### config.mk
export PLATFORM = sky130hd
export DESIGN_NAME = safe_velocity_limiter_flat
export DESIGN_NICKNAME = d
export VERILOG_FILES = /design/src/svl_pkg.sv /design/src/svl_ifs.sv /design/src/safe_velocity_limiter.sv /design/src/svl_regs.sv /design/src/svl_points.sv /design/src/svl_sqr.sv /design/src/flat_wrapper.sv
export SDC_FILE = /design/constraint.sdc
export NUM_CORES = 2
export LEC_CHECK = 0
export BUFFER_PORTS_ARGS = -buffer_cell sky130_fd_sc_hd__buf_4
export CORE_MARGIN = 2
export CORE_UTILIZATION = 50
export CTS_CLUSTER_DIAMETER = 120
export DETAILED_ROUTE_END_ITERATION = 16
export MAX_ROUTING_LAYER = met4
export PLACE_DENSITY = 0.67
export SETUP_SLACK_MARGIN = 0.15
export SLEW_MARGIN = 20
export SYNTH_ARGS = -nofsm -noshare
export SYNTH_HDL_FRONTEND = slang
export SYNTH_HIERARCHICAL = 1
export SYNTH_SLANG_ARGS = --single-unit
export TNS_END_PERCENT = 50
### constraint.sdc
create_clock -name clk -period 11.3 [get_ports clk]
set_clock_uncertainty 0.05 [all_clocks]
set_input_delay 2.825 -clock clk [delete_from_list [all_inputs] [get_ports clk]]
set_output_delay 2.825 -clock clk [all_outputs]
set_load 0.005 [all_outputs]
### src/svl_pkg.sv
package svl_pkg;

    localparam int CFG_W   = 15;
    localparam int SPEED_W = 16;
    localparam int ADDR_W  = 5;

    // register indexes, byte address is 4 * index
    localparam logic [2:0] REG_MAX_LINEAR  = 3'd0;
    localparam logic [2:0] REG_MIN_LINEAR  = 3'd1;
    localparam logic [2:0] REG_MAX_ANGULAR = 3'd2;
    localparam logic [2:0] REG_MIN_ANGULAR = 3'd3;
    localparam logic [2:0] REG_SAFETY_RAD  = 3'd4;

    localparam logic [CFG_W-1:0] RST_MAX_LINEAR  = 15'd819;
    localparam logic [CFG_W-1:0] RST_MIN_LINEAR  = 15'd205;
    localparam logic [CFG_W-1:0] RST_MAX_ANGULAR = 15'd4096;
    localparam logic [CFG_W-1:0] RST_MIN_ANGULAR = 15'd41;
    localparam logic [CFG_W-1:0] RST_SAFETY_RAD  = 15'd1638;

    typedef struct packed {
        logic [CFG_W-1:0] max_linear;
        logic [CFG_W-1:0] min_linear;
        logic [CFG_W-1:0] max_angular;
        logic [CFG_W-1:0] min_angular;
        logic [CFG_W-1:0] bubble_radius;
    } svl_cfg_t;

endpackage

### src/svl_ifs.sv
interface svl_req_if;
    logic               valid;
    logic               ready;
    logic               action;
    logic [3:0]         sensor_index;
    logic               last_point;
    logic signed [15:0] point_x;
    logic signed [15:0] point_y;
    logic signed [15:0] cmd_x;
    logic signed [15:0] cmd_y;
    logic signed [15:0] cmd_rot;

    modport source
    (
        output valid, action, sensor_index, last_point, point_x, point_y,
               cmd_x, cmd_y, cmd_rot,
        input  ready
    );
    modport sink
    (
        input  valid, action, sensor_index, last_point, point_x, point_y,
               cmd_x, cmd_y, cmd_rot,
        output ready
    );
endinterface

interface svl_rsp_if;
    logic               valid;
    logic               ready;
    logic signed [15:0] out_x;
    logic signed [15:0] out_y;
    logic signed [15:0] out_rot;
    logic               breach;
    logic               apply;

    modport source
    (
        output valid, out_x, out_y, out_rot, breach, apply,
        input  ready
    );
    modport sink
    (
        input  valid, out_x, out_y, out_rot, breach, apply,
        output ready
    );
endinterface

### src/safe_velocity_limiter.sv
// channel  dir   handshake      payload
// req      in    valid/ready    action, sensor_index, last_point, point_x/y, cmd_x/y/rot
// rsp      out   valid/ready    out_x, out_y, out_rot, breach, apply
// apb      in    psel/penable   paddr, pwdata, prdata (pready tied high)
//
// a sensor item is never answered
// a velocity item with valid readings feeds one squaring multiplier the radius,
// then x and y of each point
// a velocity item without readings gives no result
// rst_n clears the limits to defaults, the point table to the origin and the flag
// a held result lets req keep flowing; the next result waits in S_OUT until taken
module safe_velocity_limiter
#(
    parameter int NUM_SENSORS = 9
)
(
    input  logic                        clk,
    input  logic                        rst_n,
    svl_req_if.sink                     req,
    svl_rsp_if.source                   rsp,
    input  logic                        psel,
    input  logic                        penable,
    input  logic                        pwrite,
    input  logic [svl_pkg::ADDR_W-1:0]  paddr,
    input  logic [31:0]                 pwdata,
    output logic [31:0]                 prdata,
    output logic                        pready
);

    localparam int IDX_W = (NUM_SENSORS > 1) ? $clog2(NUM_SENSORS) : 1;
    localparam logic [IDX_W-1:0] LAST_IDX = IDX_W'(NUM_SENSORS - 1);

    // sequencer states
    localparam logic [2:0] S_IDLE  = 3'd0;
    localparam logic [2:0] S_RAD   = 3'd1;
    localparam logic [2:0] S_PX    = 3'd2;
    localparam logic [2:0] S_PY    = 3'd3;
    localparam logic [2:0] S_DRAIN = 3'd4;
    localparam logic [2:0] S_OUT   = 3'd5;

    // what the square register holds this cycle
    localparam logic [1:0] TAG_NONE = 2'd0;
    localparam logic [1:0] TAG_R    = 2'd1;
    localparam logic [1:0] TAG_X    = 2'd2;
    localparam logic [1:0] TAG_Y    = 2'd3;

    svl_pkg::svl_cfg_t cfg;

    logic [2:0]         state_reg, state_next;
    logic [IDX_W-1:0]   idx_reg, idx_next;
    logic [1:0]         tag_reg, tag_next;
    logic               readings_reg, readings_next;
    logic [29:0]        r2_reg;
    logic [30:0]        xsq_reg;
    logic               breach_reg, breach_next;
    logic signed [15:0] vx_reg, vy_reg, vr_reg;
    logic               rsp_valid_reg;
    logic signed [15:0] rsp_x_reg, rsp_y_reg, rsp_rot_reg;
    logic               rsp_breach_reg;

    logic               accept;
    logic               pt_wr;
    logic signed [15:0] px, py;
    logic signed [16:0] operand;
    logic [30:0]        square;
    logic [31:0]        dist2;
    logic               load_rsp;
    logic               take_rsp;

    function automatic logic signed [15:0] clamp_speed
    (
        input logic signed [15:0] v,
        input logic [14:0]        hi,
        input logic [14:0]        lo
    );
        logic signed [16:0] ve;
        logic [16:0]        mag;
        logic signed [16:0] hs;
        logic signed [16:0] ls;
        logic signed [15:0] res;
        ve  = {v[15], v};
        mag = v[15] ? 17'(-ve) : 17'(ve);
        hs  = {2'b00, hi};
        ls  = {2'b00, lo};
        // max test first, so min above max still yields max for big inputs
        if (mag > {2'b00, hi})
            res = v[15] ? 16'(-hs) : 16'(hs);
        else if ((mag != 17'd0) && (mag < {2'b00, lo}))
            res = v[15] ? 16'(-ls) : 16'(ls);
        else
            res = v;
        return res;
    endfunction

    svl_regs u_regs
    (
        .clk     (clk),
        .rst_n   (rst_n),
        .psel    (psel),
        .penable (penable),
        .pwrite  (pwrite),
        .paddr   (paddr),
        .pwdata  (pwdata),
        .prdata  (prdata),
        .pready  (pready),
        .cfg     (cfg)
    );

    svl_points #(.NUM_SENSORS(NUM_SENSORS), .IDX_W(IDX_W)) u_points
    (
        .clk      (clk),
        .rst_n    (rst_n),
        .wr_en    (pt_wr),
        .wr_index (req.sensor_index),
        .wr_x     (req.point_x),
        .wr_y     (req.point_y),
        .rd_index (idx_reg),
        .rd_x     (px),
        .rd_y     (py)
    );

    svl_sqr u_sqr
    (
        .clk     (clk),
        .operand (operand),
        .square  (square)
    );

    assign req.ready = (state_reg == S_IDLE);
    assign accept    = req.valid && req.ready;
    // out-of-range index matches no slot inside svl_points
    assign pt_wr     = accept && !req.action;

    assign take_rsp  = rsp_valid_reg && rsp.ready;
    assign load_rsp  = (state_reg == S_OUT) && (!rsp_valid_reg || rsp.ready);

    // squared distance of the point whose y^2 just landed
    assign dist2 = {1'b0, xsq_reg} + {1'b0, square};

    // feed the shared squaring unit
    always_comb
    begin
        case (state_reg)
            S_RAD:   operand = {2'b00, cfg.bubble_radius};
            S_PX:    operand = {px[15], px};
            S_PY:    operand = {py[15], py};
            default: operand = '0;
        endcase
    end

    always_comb
    begin
        state_next    = state_reg;
        idx_next      = idx_reg;
        tag_next      = TAG_NONE;
        readings_next = readings_reg;
        breach_next   = breach_reg;

        // consume last cycle's square
        if ((tag_reg == TAG_Y) && (dist2 <= {2'b00, r2_reg}))
            breach_next = 1'b1;

        case (state_reg)
            S_IDLE:
            begin
                if (accept)
                begin
                    if (!req.action)
                    begin
                        if (req.last_point)
                            readings_next = 1'b1;
                    end
                    else if (readings_reg)
                    begin
                        state_next  = S_RAD;
                        breach_next = 1'b0;
                        idx_next    = '0;
                    end
                end
            end
            S_RAD:
            begin
                tag_next   = TAG_R;
                state_next = S_PX;
            end
            S_PX:
            begin
                tag_next   = TAG_X;
                state_next = S_PY;
            end
            S_PY:
            begin
                tag_next = TAG_Y;
                if (idx_reg == LAST_IDX)
                    state_next = S_DRAIN;
                else
                begin
                    idx_next   = idx_reg + 1'b1;
                    state_next = S_PX;
                end
            end
            S_DRAIN:
            begin
                state_next = S_OUT;
            end
            S_OUT:
            begin
                if (load_rsp)
                    state_next = S_IDLE;
            end
            default:
            begin
                state_next = S_IDLE;
            end
        endcase
    end

    always_ff @(posedge clk or negedge rst_n)
    begin
        if (!rst_n)
        begin
            state_reg     <= S_IDLE;
            idx_reg       <= '0;
            tag_reg       <= TAG_NONE;
            readings_reg  <= 1'b0;
            breach_reg    <= 1'b0;
            rsp_valid_reg <= 1'b0;
        end
        else
        begin
            state_reg    <= state_next;
            idx_reg      <= idx_next;
            tag_reg      <= tag_next;
            readings_reg <= readings_next;
            breach_reg   <= breach_next;
            if (load_rsp)
                rsp_valid_reg <= 1'b1;
            else if (take_rsp)
                rsp_valid_reg <= 1'b0;
        end
    end

    // datapath registers, no reset
    always_ff @(posedge clk)
    begin
        if (accept && req.action)
        begin
            vx_reg <= clamp_speed(req.cmd_x, cfg.max_linear, cfg.min_linear);
            vy_reg <= clamp_speed(req.cmd_y, cfg.max_linear, cfg.min_linear);
            vr_reg <= clamp_speed(req.cmd_rot, cfg.max_angular, cfg.min_angular);
        end
        if (tag_reg == TAG_R)
            r2_reg <= square[29:0];
        if (tag_reg == TAG_X)
            xsq_reg <= square;
        if (load_rsp)
        begin
            rsp_x_reg      <= vx_reg;
            rsp_y_reg      <= vy_reg;
            rsp_rot_reg    <= vr_reg;
            rsp_breach_reg <= breach_reg;
        end
    end

    assign rsp.valid   = rsp_valid_reg;
    assign rsp.out_x   = rsp_x_reg;
    assign rsp.out_y   = rsp_y_reg;
    assign rsp.out_rot = rsp_rot_reg;
    assign rsp.breach  = rsp_breach_reg;
    assign rsp.apply   = !rsp_breach_reg;

    // a result only ever follows a completed sensor set
    a_rsp_needs_readings: assert property (@(posedge clk) disable iff (!rst_n)
        rsp.valid |-> readings_reg)
        else $error("result without valid readings");

    // point walk never runs past the table
    a_idx_in_range: assert property (@(posedge clk) disable iff (!rst_n)
        (state_reg == S_PX || state_reg == S_PY) |-> (32'(idx_reg) < NUM_SENSORS))
        else $error("point index out of range");

    // a velocity item with readings starts the radius square next cycle
    a_walk_starts: assert property (@(posedge clk) disable iff (!rst_n)
        (accept && req.action && readings_reg) |=> (state_reg == S_RAD))
        else $error("sequencer did not start");

    // the radius square is always taken before any point square
    a_radius_first: assert property (@(posedge clk) disable iff (!rst_n)
        (state_reg == S_PX && idx_reg == '0) |-> (tag_reg == TAG_R))
        else $error("point walk without radius");

endmodule

### src/svl_regs.sv
module svl_regs
(
    input  logic                        clk,
    input  logic                        rst_n,
    input  logic                        psel,
    input  logic                        penable,
    input  logic                        pwrite,
    input  logic [svl_pkg::ADDR_W-1:0]  paddr,
    input  logic [31:0]                 pwdata,
    output logic [31:0]                 prdata,
    output logic                        pready,
    output svl_pkg::svl_cfg_t           cfg
);

    svl_pkg::svl_cfg_t cfg_reg;
    logic [2:0]        idx;
    logic              wr_en;

    assign idx    = paddr[4:2];
    assign wr_en  = psel && penable && pwrite;
    assign pready = 1'b1;
    assign cfg    = cfg_reg;

    always_ff @(posedge clk or negedge rst_n)
    begin
        if (!rst_n)
        begin
            cfg_reg.max_linear    <= svl_pkg::RST_MAX_LINEAR;
            cfg_reg.min_linear    <= svl_pkg::RST_MIN_LINEAR;
            cfg_reg.max_angular   <= svl_pkg::RST_MAX_ANGULAR;
            cfg_reg.min_angular   <= svl_pkg::RST_MIN_ANGULAR;
            cfg_reg.bubble_radius <= svl_pkg::RST_SAFETY_RAD;
        end
        else if (wr_en)
        begin
            case (idx)
                svl_pkg::REG_MAX_LINEAR:  cfg_reg.max_linear    <= pwdata[14:0];
                svl_pkg::REG_MIN_LINEAR:  cfg_reg.min_linear    <= pwdata[14:0];
                svl_pkg::REG_MAX_ANGULAR: cfg_reg.max_angular   <= pwdata[14:0];
                svl_pkg::REG_MIN_ANGULAR: cfg_reg.min_angular   <= pwdata[14:0];
                svl_pkg::REG_SAFETY_RAD:  cfg_reg.bubble_radius <= pwdata[14:0];
                default: ;
            endcase
        end
    end

    always_comb
    begin
        case (idx)
            svl_pkg::REG_MAX_LINEAR:  prdata = {17'd0, cfg_reg.max_linear};
            svl_pkg::REG_MIN_LINEAR:  prdata = {17'd0, cfg_reg.min_linear};
            svl_pkg::REG_MAX_ANGULAR: prdata = {17'd0, cfg_reg.max_angular};
            svl_pkg::REG_MIN_ANGULAR: prdata = {17'd0, cfg_reg.min_angular};
            svl_pkg::REG_SAFETY_RAD:  prdata = {17'd0, cfg_reg.bubble_radius};
            default:                  prdata = 32'd0;
        endcase
    end

endmodule

### src/svl_points.sv
module svl_points
#(
    parameter int NUM_SENSORS = 9,
    parameter int IDX_W       = 4
)
(
    input  logic               clk,
    input  logic               rst_n,
    input  logic               wr_en,
    input  logic [3:0]         wr_index,
    input  logic signed [15:0] wr_x,
    input  logic signed [15:0] wr_y,
    input  logic [IDX_W-1:0]   rd_index,
    output logic signed [15:0] rd_x,
    output logic signed [15:0] rd_y
);

    logic signed [15:0] x_reg [NUM_SENSORS];
    logic signed [15:0] y_reg [NUM_SENSORS];

    // unwritten slots read as the origin
    always_ff @(posedge clk or negedge rst_n)
    begin
        if (!rst_n)
        begin
            for (int i = 0; i < NUM_SENSORS; i++)
            begin
                x_reg[i] <= '0;
                y_reg[i] <= '0;
            end
        end
        else
        begin
            for (int i = 0; i < NUM_SENSORS; i++)
            begin
                if (wr_en && (32'(wr_index) == 32'(i)))
                begin
                    x_reg[i] <= wr_x;
                    y_reg[i] <= wr_y;
                end
            end
        end
    end

    assign rd_x = x_reg[rd_index];
    assign rd_y = y_reg[rd_index];

endmodule

### src/svl_sqr.sv
module svl_sqr
(
    input  logic               clk,
    input  logic signed [16:0] operand,
    output logic [30:0]        square
);

    logic signed [33:0] prod;
    logic [30:0]        square_reg;

    // largest square is 32768^2 = 2^30
    assign prod   = operand * operand;
    assign square = square_reg;

    always_ff @(posedge clk)
    begin
        square_reg <= prod[30:0];
    end

endmodule
### src/flat_wrapper.sv
// flat-port wrapper written by rule: the top's interface ports become plain ports
module safe_velocity_limiter_flat 
#(
    parameter int NUM_SENSORS = 9
)
  (clk, rst_n, psel, penable, pwrite, paddr, pwdata, prdata, pready, req_valid, req_action, req_sensor_index, req_last_point, req_point_x, req_point_y, req_cmd_x, req_cmd_y, req_cmd_rot, req_ready, rsp_valid, rsp_out_x, rsp_out_y, rsp_out_rot, rsp_breach, rsp_apply, rsp_ready);
  svl_req_if req_i ();
  svl_rsp_if rsp_i ();
  input  logic clk;
  input  logic rst_n;
  input  logic psel;
  input  logic penable;
  input  logic pwrite;
  input  logic [svl_pkg::ADDR_W-1:0] paddr;
  input  logic [31:0] pwdata;
  output logic [31:0] prdata;
  output logic pready;
  input wire logic [$bits(req_i.valid)-1:0] req_valid;
  input wire logic [$bits(req_i.action)-1:0] req_action;
  input wire logic [$bits(req_i.sensor_index)-1:0] req_sensor_index;
  input wire logic [$bits(req_i.last_point)-1:0] req_last_point;
  input wire logic [$bits(req_i.point_x)-1:0] req_point_x;
  input wire logic [$bits(req_i.point_y)-1:0] req_point_y;
  input wire logic [$bits(req_i.cmd_x)-1:0] req_cmd_x;
  input wire logic [$bits(req_i.cmd_y)-1:0] req_cmd_y;
  input wire logic [$bits(req_i.cmd_rot)-1:0] req_cmd_rot;
  output wire logic [$bits(req_i.ready)-1:0] req_ready;
  output wire logic [$bits(rsp_i.valid)-1:0] rsp_valid;
  output wire logic [$bits(rsp_i.out_x)-1:0] rsp_out_x;
  output wire logic [$bits(rsp_i.out_y)-1:0] rsp_out_y;
  output wire logic [$bits(rsp_i.out_rot)-1:0] rsp_out_rot;
  output wire logic [$bits(rsp_i.breach)-1:0] rsp_breach;
  output wire logic [$bits(rsp_i.apply)-1:0] rsp_apply;
  input wire logic [$bits(rsp_i.ready)-1:0] rsp_ready;
  assign req_i.valid = req_valid;
  assign req_i.action = req_action;
  assign req_i.sensor_index = req_sensor_index;
  assign req_i.last_point = req_last_point;
  assign req_i.point_x = req_point_x;
  assign req_i.point_y = req_point_y;
  assign req_i.cmd_x = req_cmd_x;
  assign req_i.cmd_y = req_cmd_y;
  assign req_i.cmd_rot = req_cmd_rot;
  assign req_ready = req_i.ready;
  assign rsp_valid = rsp_i.valid;
  assign rsp_out_x = rsp_i.out_x;
  assign rsp_out_y = rsp_i.out_y;
  assign rsp_out_rot = rsp_i.out_rot;
  assign rsp_breach = rsp_i.breach;
  assign rsp_apply = rsp_i.apply;
  assign rsp_i.ready = rsp_ready;
  safe_velocity_limiter #(.NUM_SENSORS(NUM_SENSORS)) u_core (.clk(clk), .rst_n(rst_n), .req(req_i), .rsp(rsp_i), .psel(psel), .penable(penable), .pwrite(pwrite), .paddr(paddr), .pwdata(pwdata), .prdata(prdata), .pready(pready));
endmodule
==> run metrics <==
clk root buf clkbuf_16; Clock Tree Buf Depth 3; # Max-Cap Violations 0; Worst setup SP type flop; nets@finish 4416; global-route wire length before repair 160000 um; initial antenna violation count 4; area of the multi-input gates 23500 um2; number of synthesized register bits 563; Antenna Nets Post-Route 0; clk slew on worst S/H paths 0.06 ns; latest clock arrival within the worst-skew pair 0.63 ns; CP Class flop to flop; RSZ-0062 raised after global routing false; number of enable flip-flop cells after synthesis 158; Least-Margin Pin Slew 1.14 ns; worst hold path class flop to flop; post-DP HPWL 71900 um; Num CTS Buffers 66; gr usage total 0.253; Fmax achieved 110 MHz; die height 289 um; outcome finished, final reports clean; wire per inst 20.4 um; final global-route overflow total 0; DRT Wirelength 100000 um; Setup crit end kind flop; Hold Violations, Final 0; maximum fanout along the worst path 23; Setup TNS 0 ns; io pins 215; num rows 104; critical path required time 11.78 ns; register area 14800 um2; drt drc 0; post-synthesis cell area 40700 um2; Initial Util 0.506; DRT Pass-1 Iters 5; Seq/Total Area, Yosys 0.362; post-synth cell types 95; Synth Warn # 6; TritonCTS clock tree yes; slew margin rel. 0.231; gpl congestion 0.951; Die Wd 289 um; Synth top area share 0.218; placed insts 4793; count leader, synth inv_1; slowest stage delay, CP 0.78 ns; post-route insts no fill 4913; Fill cells 6876; die footprint 83700 um2; CP max-delay cell nand2_1; area grow syn2layout 10.9%; FF-to-FF setup slack 2.23 ns; Slew Limit Fails 0; Synth Flop Type dfrtp_1; vias 28.1k; CP most frequent cell fa_1; Post-CTS Setup Inserts 0; fin crit share 0.803; Post-synth ARST share 0.666; hold_buf cts 0; most frequent cells after synthesis 445 x inv_1, 396 x mux2_2, 354 x dfrtp_1; Via density 5.71; vias in the first global route 28.6k; CP arrival 9.56 ns; initial drt markers 2018; setup violators final 0; H-tree lvl count 3; largest net degree at the start of global routing 86; min Tclk post-route 9.07 ns; port bufs 177; post_cts resized 0; Avg Cell Area, Syn 11.1 um2; share of cells above drive strength 1 0.225; top cells by area, synth dfrtp_1 22%, fa_1 12%, edfxtp_1 12%; core region area 80500 um2; Post-Syn Instances 3678; area leader, netlist dfrtp_1; clock sink count 563
==> area by class of cell <==
| class | instances | area share |
|---|---|---|
| Tap cell | 1060 | 0.0294 |
| Clock inverter | 26 | 0.00809 |
| Sequential cell | 563 | 0.327 |
| Multi-Input combinational cell | 2497 | 0.519 |
| Timing Repair Buffer | 227 | 0.0382 |
| Clock buffer | 90 | 0.0410 |
| Antenna cell | 4 | 0.000222 |
| Inverter | 446 | 0.0371 |
==> kinds of logic (layout without fill, tap and decap cells) <==
logic type / after synthesis / after routing / synth area share
other: 3 / 23 / 0.000277
buffers and inverters: 634 / 789 / 0.0646
and+or+nand+nor: 728 / 728 / 0.0893
muxes: 552 / 552 / 0.163
DFF: 563 / 563 / 0.362
adders and majority gates: 485 / 485 / 0.195
xor gates and xnor gates: 188 / 188 / 0.0404
AOI/OAI and AO/OA: 525 / 525 / 0.0854
==> worst max-delay path: cells and delay by family (launching register included) <==
family / cells / cell delay (ns)
AOI/OAI and AO/OA: 7 / 1.43
xor gates and xnor gates: 1 / 0.18
adders and majority gates: 7 / 3.39
buffers and inverters: 8 / 1.14
DFF: 1 / 0.68
muxes: 1 / 0.18
and+or+nand+nor: 6 / 1.92
==> layout by cell type, fill, tap and decap left out, drive strengths merged, types with 33 or more instances in the layout <==
cell type / instances
a21oi: 127
nor2b: 42
buf: 227
and2: 56
nand2: 230
fa: 248
a21o: 45
nor2: 177
o31ai: 59
o21ai: 100
xnor2: 167
inv: 447
ha: 237
mux2i: 74
nand4: 35
o22ai: 35
edfxtp: 158
dfrtp: 354
clkbuf: 90
nor3: 33
mux2: 446
==> routing by layer <==
| metal | vias to the layer above | global-route usage | part of all wire |
|---|---|---|---|
| li1 | 12900 | - | - |
| met1 | 14200 | 0.355 | 0.46 |
| met2 | 754 | 0.388 | 0.46 |
| met3 | 153 | 0.0326 | 0.057 |
| met4 | 0 | 0.0655 | 0.024 |
| met5 | - | - | 0 |
==> path summary, 6_finish.rpt <==
kind                                               startpoint  cells past startpoint                                      to
worst max-delay path            u_core/idx_reg[1]$_DFFE_PN0P_                     30         u_core/u_sqr/square[26]$_DFF_P_
worst min-delay path               u_core/vr_reg[9]$_DFFE_PP_                      0         u_core/rsp.out_rot[9]$_DFFE_PP_
worst max register to register  u_core/idx_reg[1]$_DFFE_PN0P_                     30         u_core/u_sqr/square[26]$_DFF_P_
worst min register to register     u_core/vr_reg[9]$_DFFE_PP_                      0         u_core/rsp.out_rot[9]$_DFFE_PP_
max in group asynchronous                               rst_n                      2           u_core/idx_reg[0]$_DFFE_PN0P_
min in group asynchronous                               rst_n                      1  u_core/u_points/y_reg[113]$_DFFE_PN0P_
==> through the flow <==
| step | hold slack (ns) | worst slack, ns | utilization | area (um2) |
|---|---|---|---|---|
| 2_1_floorplan | 0.350 | 3.54 | - | 40800 |
| 3_3_place_gp | 0.351 | 2.40 | 0.533 | 42900 |
| 3_5_place_dp | 0.355 | 2.34 | 0.533 | 42900 |
| 4_1_cts | 0.361 | 2.32 | 0.561 | 45200 |
| 5_1_grt | 0.371 | 1.79 | 0.561 | 45200 |
| 6_report | 0.364 | 2.23 | 0.561 | 45200 |
Power is left out: the tool's default activity adds up to more than one toggle a clock period on the data nets, which glitch-free logic cannot reach.
